==> src/hdl/cdid_pkg.sv <==
// Shared types and constants for the disc ID block.
package cdid_pkg;

    localparam int OFFSET_W     = 19;   // frame offset width
    localparam int SEC_W        = 19;   // whole seconds, worst case one frame per second
    localparam int DIGITS       = 6;    // decimal digits of the largest seconds value
    localparam int DSUM_W       = 6;    // digit sum of DIGITS digits, at most 54
    localparam int TOTAL_W      = 8;    // running total, kept below 255
    localparam int LEN_W        = 16;
    localparam int COUNT_W      = 8;
    localparam int ID_W         = 32;
    localparam int DEFAULT_FPS  = 75;
    localparam int RECIP_W      = 21;   // frames-to-seconds reciprocal width
    localparam int QUEUE_DEPTH  = 4;    // power of two

    // floor(v / 10) = (v * DIV10_RECIP) >> DIV10_SHIFT for any SEC_W-bit v
    localparam int DIV10_SHIFT  = SEC_W + 4;
    localparam int DIV10_W      = 20;
    localparam logic [DIV10_W-1:0] DIV10_RECIP =
        DIV10_W'(((64'd1 << DIV10_SHIFT) + 64'd9) / 64'd10);

    localparam logic [TOTAL_W-1:0] TOTAL_MOD = 8'hFF;
    localparam logic [COUNT_W-1:0] COUNT_MAX = 8'hFF;

    typedef enum logic {
        KIND_TRACK   = 1'b0,
        KIND_LEADOUT = 1'b1
    } t_kind;

    typedef struct packed {
        logic [OFFSET_W-1:0] offset_frames;
        t_kind               kind;
    } t_item;

endpackage

==> src/hdl/cdid_front.sv <==
// Front end: takes offset items, tags them as track or lead-out, and queues them.
module cdid_front import cdid_pkg::*; (
    input  logic                i_clk,
    input  logic                i_rst_n,
    input  logic                i_valid,
    output logic                o_ready,
    input  logic [OFFSET_W-1:0] i_offset_frames,
    input  logic                i_is_leadout,
    output logic                o_item_valid,
    output t_item               o_item,
    input  logic                i_item_pop
);

    localparam int PTR_W = $clog2(QUEUE_DEPTH);
    localparam int CNT_W = $clog2(QUEUE_DEPTH + 1);

    t_item              r_mem [QUEUE_DEPTH];
    logic [PTR_W-1:0]   r_wr_ptr, n_wr_ptr;
    logic [PTR_W-1:0]   r_rd_ptr, n_rd_ptr;
    logic [CNT_W-1:0]   r_count, n_count;
    logic               push;
    logic               pop;
    t_item              new_item;

    assign o_ready      = (r_count != CNT_W'(QUEUE_DEPTH));
    assign o_item_valid = (r_count != '0);
    assign o_item       = r_mem[r_rd_ptr];
    assign push         = i_valid && o_ready;
    assign pop          = i_item_pop && o_item_valid;

    always_comb begin
        new_item.offset_frames = i_offset_frames;
        new_item.kind          = i_is_leadout ? KIND_LEADOUT : KIND_TRACK;
        n_wr_ptr = push ? r_wr_ptr + PTR_W'(1) : r_wr_ptr;
        n_rd_ptr = pop  ? r_rd_ptr + PTR_W'(1) : r_rd_ptr;
        n_count  = r_count + CNT_W'(push) - CNT_W'(pop);
    end

    always_ff @(posedge i_clk) begin
        if (!i_rst_n) begin
            r_wr_ptr <= '0;
            r_rd_ptr <= '0;
            r_count  <= '0;
        end else begin
            r_wr_ptr <= n_wr_ptr;
            r_rd_ptr <= n_rd_ptr;
            r_count  <= n_count;
        end
    end

    always_ff @(posedge i_clk) begin
        if (push) begin
            r_mem[r_wr_ptr] <= new_item;
        end
    end

    assert property (@(posedge i_clk) disable iff (!i_rst_n)
        r_count <= CNT_W'(QUEUE_DEPTH))
        else $error("queue count beyond depth");

    assert property (@(posedge i_clk) disable iff (!i_rst_n)
        (push && !pop) |=> (r_count == $past(r_count) + CNT_W'(1)))
        else $error("queue count missed a push");

    assert property (@(posedge i_clk) disable iff (!i_rst_n)
        (r_wr_ptr == r_rd_ptr) |-> (r_count == '0 || r_count == CNT_W'(QUEUE_DEPTH)))
        else $error("queue pointers disagree with count");

endmodule

==> src/hdl/cdid_back.sv <==
// Back end: seconds conversion, digit-sum pipeline, accumulation and ID output.
module cdid_back import cdid_pkg::*; #(
    parameter int FRAMES_PER_SECOND = DEFAULT_FPS
) (
    input  logic            i_clk,
    input  logic            i_rst_n,
    input  logic            i_item_valid,
    input  t_item           i_item,
    output logic            o_item_pop,
    output logic            o_valid,
    input  logic            i_ready,
    output logic [ID_W-1:0] o_disc_id
);

    // floor(f / FPS) = (f * SEC_RECIP) >> SEC_SHIFT for any OFFSET_W-bit f
    localparam int SEC_SHIFT = OFFSET_W + $clog2(FRAMES_PER_SECOND);
    localparam logic [RECIP_W-1:0] SEC_RECIP = RECIP_W'(
        ((64'd1 << SEC_SHIFT) + 64'(FRAMES_PER_SECOND) - 64'd1) / 64'(FRAMES_PER_SECOND));
    // products wide enough that the quotient field lies fully inside them
    localparam int PROD_W = SEC_SHIFT + SEC_W;
    localparam int QPROD_W = DIV10_SHIFT + SEC_W;

    logic                       en;

    // conversion stage
    logic                       r_a_val;
    logic                       r_a_lead;
    logic [PROD_W-1:0]          r_a_prod;
    logic [SEC_W-1:0]           a_secs;
    logic [QPROD_W-1:0]         a_qprod;

    // digit stages: index j holds the value after j digits are peeled off
    logic                       r_val   [DIGITS+1];
    logic                       r_lead  [DIGITS+1];
    logic [LEN_W-1:0]           r_sec16 [DIGITS+1];
    logic [DSUM_W-1:0]          r_sum   [DIGITS+1];
    logic [SEC_W-1:0]           r_v     [DIGITS];
    logic [SEC_W-1:0]           r_q     [DIGITS];

    // accumulator
    logic [TOTAL_W-1:0]         r_total;
    logic [COUNT_W-1:0]         r_count;
    logic [LEN_W-1:0]           r_first;
    logic                       r_out_valid;
    logic [ID_W-1:0]            r_out_id;
    logic                       acc_fire;
    logic                       acc_lead;
    logic [TOTAL_W:0]           total_sum;
    logic [TOTAL_W-1:0]         total_mod;
    logic [LEN_W-1:0]           len;

    assign en         = !r_out_valid || i_ready;
    assign o_item_pop = en && i_item_valid;
    assign o_valid    = r_out_valid;
    assign o_disc_id  = r_out_id;

    assign a_secs  = r_a_prod[SEC_SHIFT +: SEC_W];
    assign a_qprod = QPROD_W'(a_secs) * QPROD_W'(DIV10_RECIP);

    always_ff @(posedge i_clk) begin
        if (!i_rst_n) begin
            r_a_val <= 1'b0;
            r_val[0] <= 1'b0;
        end else if (en) begin
            r_a_val <= o_item_pop;
            r_val[0] <= r_a_val;
        end
    end

    always_ff @(posedge i_clk) begin
        if (en) begin
            r_a_lead   <= (i_item.kind == KIND_LEADOUT);
            r_a_prod   <= PROD_W'(i_item.offset_frames) * PROD_W'(SEC_RECIP);
            r_lead[0]  <= r_a_lead;
            r_sec16[0] <= a_secs[LEN_W-1:0];
            r_sum[0]   <= '0;
            r_v[0]     <= a_secs;
            r_q[0]     <= a_qprod[DIV10_SHIFT +: SEC_W];
        end
    end

    for (genvar j = 1; j <= DIGITS; j++) begin : g_digit
        logic [SEC_W+3:0]   ten_q;
        logic [SEC_W+3:0]   diff;
        logic [3:0]         digit;

        assign ten_q = {r_q[j-1], 3'b000} + {2'b00, r_q[j-1], 1'b0};
        assign diff  = {4'b0000, r_v[j-1]} - ten_q;
        assign digit = diff[3:0];

        always_ff @(posedge i_clk) begin
            if (!i_rst_n) begin
                r_val[j] <= 1'b0;
            end else if (en) begin
                r_val[j] <= r_val[j-1];
            end
        end

        always_ff @(posedge i_clk) begin
            if (en) begin
                r_lead[j]  <= r_lead[j-1];
                r_sec16[j] <= r_sec16[j-1];
                r_sum[j]   <= r_sum[j-1] + DSUM_W'(digit);
            end
        end

        if (j < DIGITS) begin : g_next
            logic [QPROD_W-1:0] qprod;

            assign qprod = QPROD_W'(r_q[j-1]) * QPROD_W'(DIV10_RECIP);

            always_ff @(posedge i_clk) begin
                if (en) begin
                    r_v[j] <= r_q[j-1];
                    r_q[j] <= qprod[DIV10_SHIFT +: SEC_W];
                end
            end
        end
    end

    always_comb begin
        acc_fire  = en && r_val[DIGITS];
        acc_lead  = r_lead[DIGITS];
        total_sum = {1'b0, r_total} + (TOTAL_W+1)'(r_sum[DIGITS]);
        total_mod = (total_sum >= (TOTAL_W+1)'(TOTAL_MOD))
                  ? TOTAL_W'(total_sum - (TOTAL_W+1)'(TOTAL_MOD))
                  : total_sum[TOTAL_W-1:0];
        len       = (r_count != '0) ? r_sec16[DIGITS] - r_first : '0;
    end

    always_ff @(posedge i_clk) begin
        if (!i_rst_n) begin
            r_total     <= '0;
            r_count     <= '0;
            r_first     <= '0;
            r_out_valid <= 1'b0;
        end else if (en) begin
            r_out_valid <= acc_fire && acc_lead;
            if (acc_fire) begin
                if (acc_lead) begin
                    r_total <= '0;
                    r_count <= '0;
                    r_first <= '0;
                end else begin
                    if (r_count == '0) begin
                        r_first <= r_sec16[DIGITS];
                    end
                    r_total <= total_mod;
                    if (r_count != COUNT_MAX) begin
                        r_count <= r_count + COUNT_W'(1);
                    end
                end
            end
        end
    end

    always_ff @(posedge i_clk) begin
        if (en && acc_fire && acc_lead) begin
            r_out_id <= {r_total, len, r_count};
        end
    end

    assert property (@(posedge i_clk) disable iff (!i_rst_n)
        r_total != TOTAL_MOD)
        else $error("digit total not reduced");

    assert property (@(posedge i_clk) disable iff (!i_rst_n)
        (acc_fire && acc_lead) |=> (r_count == '0 && r_total == '0 && r_out_valid))
        else $error("lead-out did not clear state or raise result");

    assert property (@(posedge i_clk) disable iff (!i_rst_n)
        $rose(r_out_valid) |-> $past(acc_fire && acc_lead))
        else $error("result without a lead-out item");

    assert property (@(posedge i_clk) disable iff (!i_rst_n)
        (r_out_valid && !i_ready) |=> ($stable(r_count) && $stable(r_total)))
        else $error("accumulator moved while result stalled");

endmodule

==> src/hdl/cddb_disc_id.sv <==
// Top level of the disc ID block: front queue and back pipeline.
//
//   channel   direction  handshake           payload
//   input     in         i_valid / o_ready   i_offset_frames[18:0], i_is_leadout
//   result    out        o_valid / i_ready   o_disc_id[31:0]
//
// One item per cycle sustained while the result is not stalled; a lead-out result
// passes the seconds multiply, the tens quotient, one stage per decimal digit and
// the accumulator with output register before it is presented.
// Synchronous active-low reset clears the queue, the pipeline and the disc state.
// A stalled result freezes the back pipeline; the 4-entry queue keeps taking
// items until full.
module cddb_disc_id import cdid_pkg::*; #(
    parameter int FRAMES_PER_SECOND = DEFAULT_FPS
) (
    input  logic                i_clk,
    input  logic                i_rst_n,
    input  logic                i_valid,
    output logic                o_ready,
    input  logic [OFFSET_W-1:0] i_offset_frames,
    input  logic                i_is_leadout,
    output logic                o_valid,
    input  logic                i_ready,
    output logic [ID_W-1:0]     o_disc_id
);

    logic   item_valid;
    t_item  item;
    logic   item_pop;

    cdid_front u_front (
        .i_clk           (i_clk),
        .i_rst_n         (i_rst_n),
        .i_valid         (i_valid),
        .o_ready         (o_ready),
        .i_offset_frames (i_offset_frames),
        .i_is_leadout    (i_is_leadout),
        .o_item_valid    (item_valid),
        .o_item          (item),
        .i_item_pop      (item_pop)
    );

    cdid_back #(
        .FRAMES_PER_SECOND (FRAMES_PER_SECOND)
    ) u_back (
        .i_clk        (i_clk),
        .i_rst_n      (i_rst_n),
        .i_item_valid (item_valid),
        .i_item       (item),
        .o_item_pop   (item_pop),
        .o_valid      (o_valid),
        .i_ready      (i_ready),
        .o_disc_id    (o_disc_id)
    );

endmodule

==> config.mk <==
export PLATFORM = sky130hd
export DESIGN_NAME = cddb_disc_id
export DESIGN_NICKNAME = d
export VERILOG_FILES = /design/src/hdl/cdid_pkg.sv /design/src/hdl/cdid_front.sv /design/src/hdl/cdid_back.sv /design/src/hdl/cddb_disc_id.sv
export SDC_FILE = /design/constraint.sdc
export NUM_CORES = 1
export LEC_CHECK = 0
export ABC_AREA = 1
export CORE_ASPECT_RATIO = 1.1
export CORE_MARGIN = 2
export CORE_UTILIZATION = 35
export CTS_BUF_LIST = sky130_fd_sc_hd__clkbuf_4 sky130_fd_sc_hd__clkbuf_8
export CTS_CLUSTER_SIZE = 28
export DETAILED_ROUTE_END_ITERATION = 10
export DONT_BUFFER_PORTS = 1
export PLACE_DENSITY = 0.51
export SLEW_MARGIN = 20
export SYNTH_ARGS = -nofsm -noshare
export SYNTH_HDL_FRONTEND = slang
export SYNTH_SLANG_ARGS = --single-unit
==> constraint.sdc <==
create_clock -name i_clk -period 9.95 [get_ports i_clk]
set_input_delay 0.4975 -clock i_clk [delete_from_list [all_inputs] [get_ports i_clk]]
set_output_delay 0.4975 -clock i_clk [all_outputs]
set_load 0.03 [all_outputs]
==> summary.md <==
| Metric | Value |
|---|---|
| Drt pass-1 iters | `5` |
| Clock buffer depth | `3` |
| Grt met2 use | `0.250` |
| Mean Syn Cell Area | `9.92 um2` |
| Achievable Freq | `0.143 GHz` |
| Fin nets | `4287` |
| Area of the multi-input gates | `19100 um2` |
| DP Cell Count | `4557` |
| Starting Density | `0.354` |
| Clk_lat worst skew | `0.68 ns` |
| Most used DFF post-synth | `edfxtp_1` |
| Die area | `96400 um2` |
| Global Route met3 Usage | `0.0220` |
| Syn Inst Count | `3312` |
| #FFs+latches synth | `364` |
| Pins over their slew limit | `0` |
| # Max-Cap Violations | `0` |
| DRC Markers | `0` |
| Vias per Instance | `4.62` |
| Global-route met1 utilization | `0.200` |
| Register area | `10500 um2` |
| Area growth syn-to-layout | `9.76%` |
| Unrepaired setup endpoints after global routing | `no` |
| Sequential share of the synthesized area | `0.320` |
| Dpl hpwl | `57100 um` |
| Chip height | `325 um` |
| Outcome | `finished, final reports clean` |
| Req. time, crit path | `10.30 ns` |
| GR peak layer | `met2` |
| Final setup violation count | `0` |
| Layout cells sized above 1 | `0.0501` |
| Hold Crit Class | `input pin to flop` |
| TritonCTS clock tree | `built` |
| Total Wirelength | `69600 um` |
| Routed Antenna Nets | `0` |
| R2R cell count | `25` |
| DIE WIDTH | `296 um` |
| Total track usage | `0.149` |
| H-tree depth | `3` |
| Setup TNS | `0 ns` |
| CTS root buffer | `clkbuf_8` |
| Worst R2R End | `u_back.r_a_prod[35]` |
| Final Hold Viols | `0` |
| Fraction of registers with async set/reset | `0` |
| R2R setup slack | `2.95 ns` |
| Worst-path maximum fanout | `41` |
| Slew margin rel. | `0.323` |
| Reg clk slew, reported paths | `0.06 ns` |
| PortBufs | `0` |
| Critical Path Max Stage Delay | `0.57 ns` |
| First-pass GRT wire length | `115000 um` |
| Number of global-route vias before repair | `22299` |
| EDFF count, synth | `323` |
| # fillers | `9320` |
| Routability cong. | `0.918` |
| Clock skew | `0.0665 ns` |
| Total gr overflow | `0` |
| Crit path capture | `u_back.r_a_prod[35]` |
| CP max-delay cell | `a32oi_1` |
| Endpoint type of the worst setup path | `flop` |
| Initial antenna violation count | `1` |
| Site Rows | `117` |
| Boundary pin count | `58` |
| CTS buffer count | `67` |
| Critical Path AT | `7.36 ns` |
| Min Tclk post-route | `7.00 ns` |
| Fin util | `0.389` |
| Yosys Warn Count | `0` |
| Area of the mapped netlist | `32900 um2` |
| Pre-CTS setup slack | `2.92 ns` |
| Crit start category | `flop` |
| Core area | `92800 um2` |
| Worst-Margin Slew | `1.01 ns` |
| CTS Sinks | `364` |
| Net Count, Synth | `4201` |
| Starting DRT DRC Count | `934` |
| Postcts setup bufs | `0` |
| Post-synthesis cell type count | `61` |
| Largest net degree at the start of global routing | `81` |
| Crit path kind | `flop to flop` |
| Final Cycle Share | `0.704` |
| DR vias | `21730` |
| Fin cells | `4702` |
| Setup ws final | `2.95 ns` |
| WL/cell | `14.8 um` |
[routing by layer]
metal  wire [um]  up-vias  share of wire
met3        2520       73          0.036
met1       32500    10424           0.47
met4        1120        0          0.016
li1            -    10941              -
met2       33500      292           0.48
met5           0        -              0
[per-stage QoR]
stage	instance area, um2	hold WS, ns
floorplan	32900	0.400
detailed placement	34500	0.405
global placement	34500	0.400
global route	36100	0.175
finish	36100	0.169
CTS	36100	0.116
[sequential cells by signal (all words and copies together), names as in the netlist, named ones only]
signal            flops
u_front.r_wr_ptr      2
u_back.r_q           40
u_front.r_rd_ptr      2
u_front.r_mem        80
u_back.r_sec16       91
u_back.o_disc_id     32
u_back.r_a_prod      13
u_back.r_lead         7
u_back.r_sum         33
u_back.r_a_lead       1
u_back.r_a_val        1
u_back.r_count        8
u_back.r_first       13
u_back.r_val          7
u_back.r_total        8
u_back.o_valid        1
u_back.r_v           20
u_front.r_count       3
[worst min-delay path by stage]
| stage | cells past startpoint | slack, ns | startpoint | endpoint |
|---|---|---|---|---|
| final | 2 | 0.17 | i_rst_n | u_back.r_a_val |
| after global routing | 2 | 0.17 | i_rst_n | u_back.r_a_val |
| after CTS | 2 | 0.12 | i_rst_n | u_back.r_a_val |
| after detailed placement | 0 | 0.40 | u_back.r_sec16[1][0] | u_back.r_sec16[2][0] |
| after global placement | 0 | 0.40 | u_back.r_sec16[3][10] | u_back.r_sec16[4][10] |
| after floorplan | 0 | 0.40 | u_back.r_a_lead | u_back.r_lead[0] |
[worst max-delay path, delay by kind of cell (launching register included)]
kind | cells | cell delay, ns
adders and majority gates | 7 | 3.50
buffers and inverters | 8 | 1.26
and+or+nand+nor | 4 | 0.35
DFF | 1 | 0.29
xor gates and xnor gates | 1 | 0.14
AOI/OAI and AO/OA | 5 | 1.15
[cell families after synthesis]
logic type	Yosys count	share of synthesized area
xor+xnor	92	0.0247
simple gates	703	0.0906
buf+inv	866	0.0994
fa+ha+maj	865	0.391
flops	364	0.320
compound gates	422	0.0742
[Yosys cell counts (26+ instances only)]
cell      number  area, um2
xnor2_1       32        280
ha_1         595       7440
xor2_1        59        517
nor2_1       160        601
o21ai_0      100        500
nor3_1        26        130
dfxtp_1       41        821
a21oi_1      206       1030
nand2_1      383       1440
nand3_1       71        355
fa_1         270       5410
inv_1        842       3160
edfxtp_1     323       9700
[cells in the final DEF (no fill, tap or decap), types with 4 or more instances in the layout]
cell,n
xor2_1,59
o21ai_0,100
a21o_1,15
o21bai_1,9
edfxtp_1,323
a21oi_1,206
nand2_1,383
buf_4,13
o211ai_1,6
nand3b_1,5
dfxtp_1,41
dlygate4sd3_1,21
nand2_2,9
a211oi_1,7
nand3_1,71
nand3_2,4
clkbuf_4,23
or2_2,4
inv_1,841
nor4_1,10
nor3_1,26
nand4_1,19
clkinv_2,5
o21a_1,9
inv_2,7
a32oi_1,13
fa_1,270
o31ai_1,4
ha_1,595
o22ai_1,7
a31oi_1,20
bufinv_16,4
nor2_2,9
nor2_1,155
xnor2_1,32
clkbuf_8,71
clkinv_1,14
[timing repair]
action / CTS / global route
endpoints found under the hold margin: 90 / 0
resized for setup: 0 / 0
hold buffers: 21 / 0
[area by class of cell]
class	count	area share
flip-flops and latches	364	0.292
repair buffers	34	0.00853
inverters	849	0.0885
multi-input cells	2082	0.529
clock buffers	94	0.0319
diodes	2	0.000139
clock inverters	28	0.00662
well taps	1249	0.0433
Power is left out: the tool's default activity adds up to more than one toggle a clock period on the data nets, which glitch-free logic cannot reach.
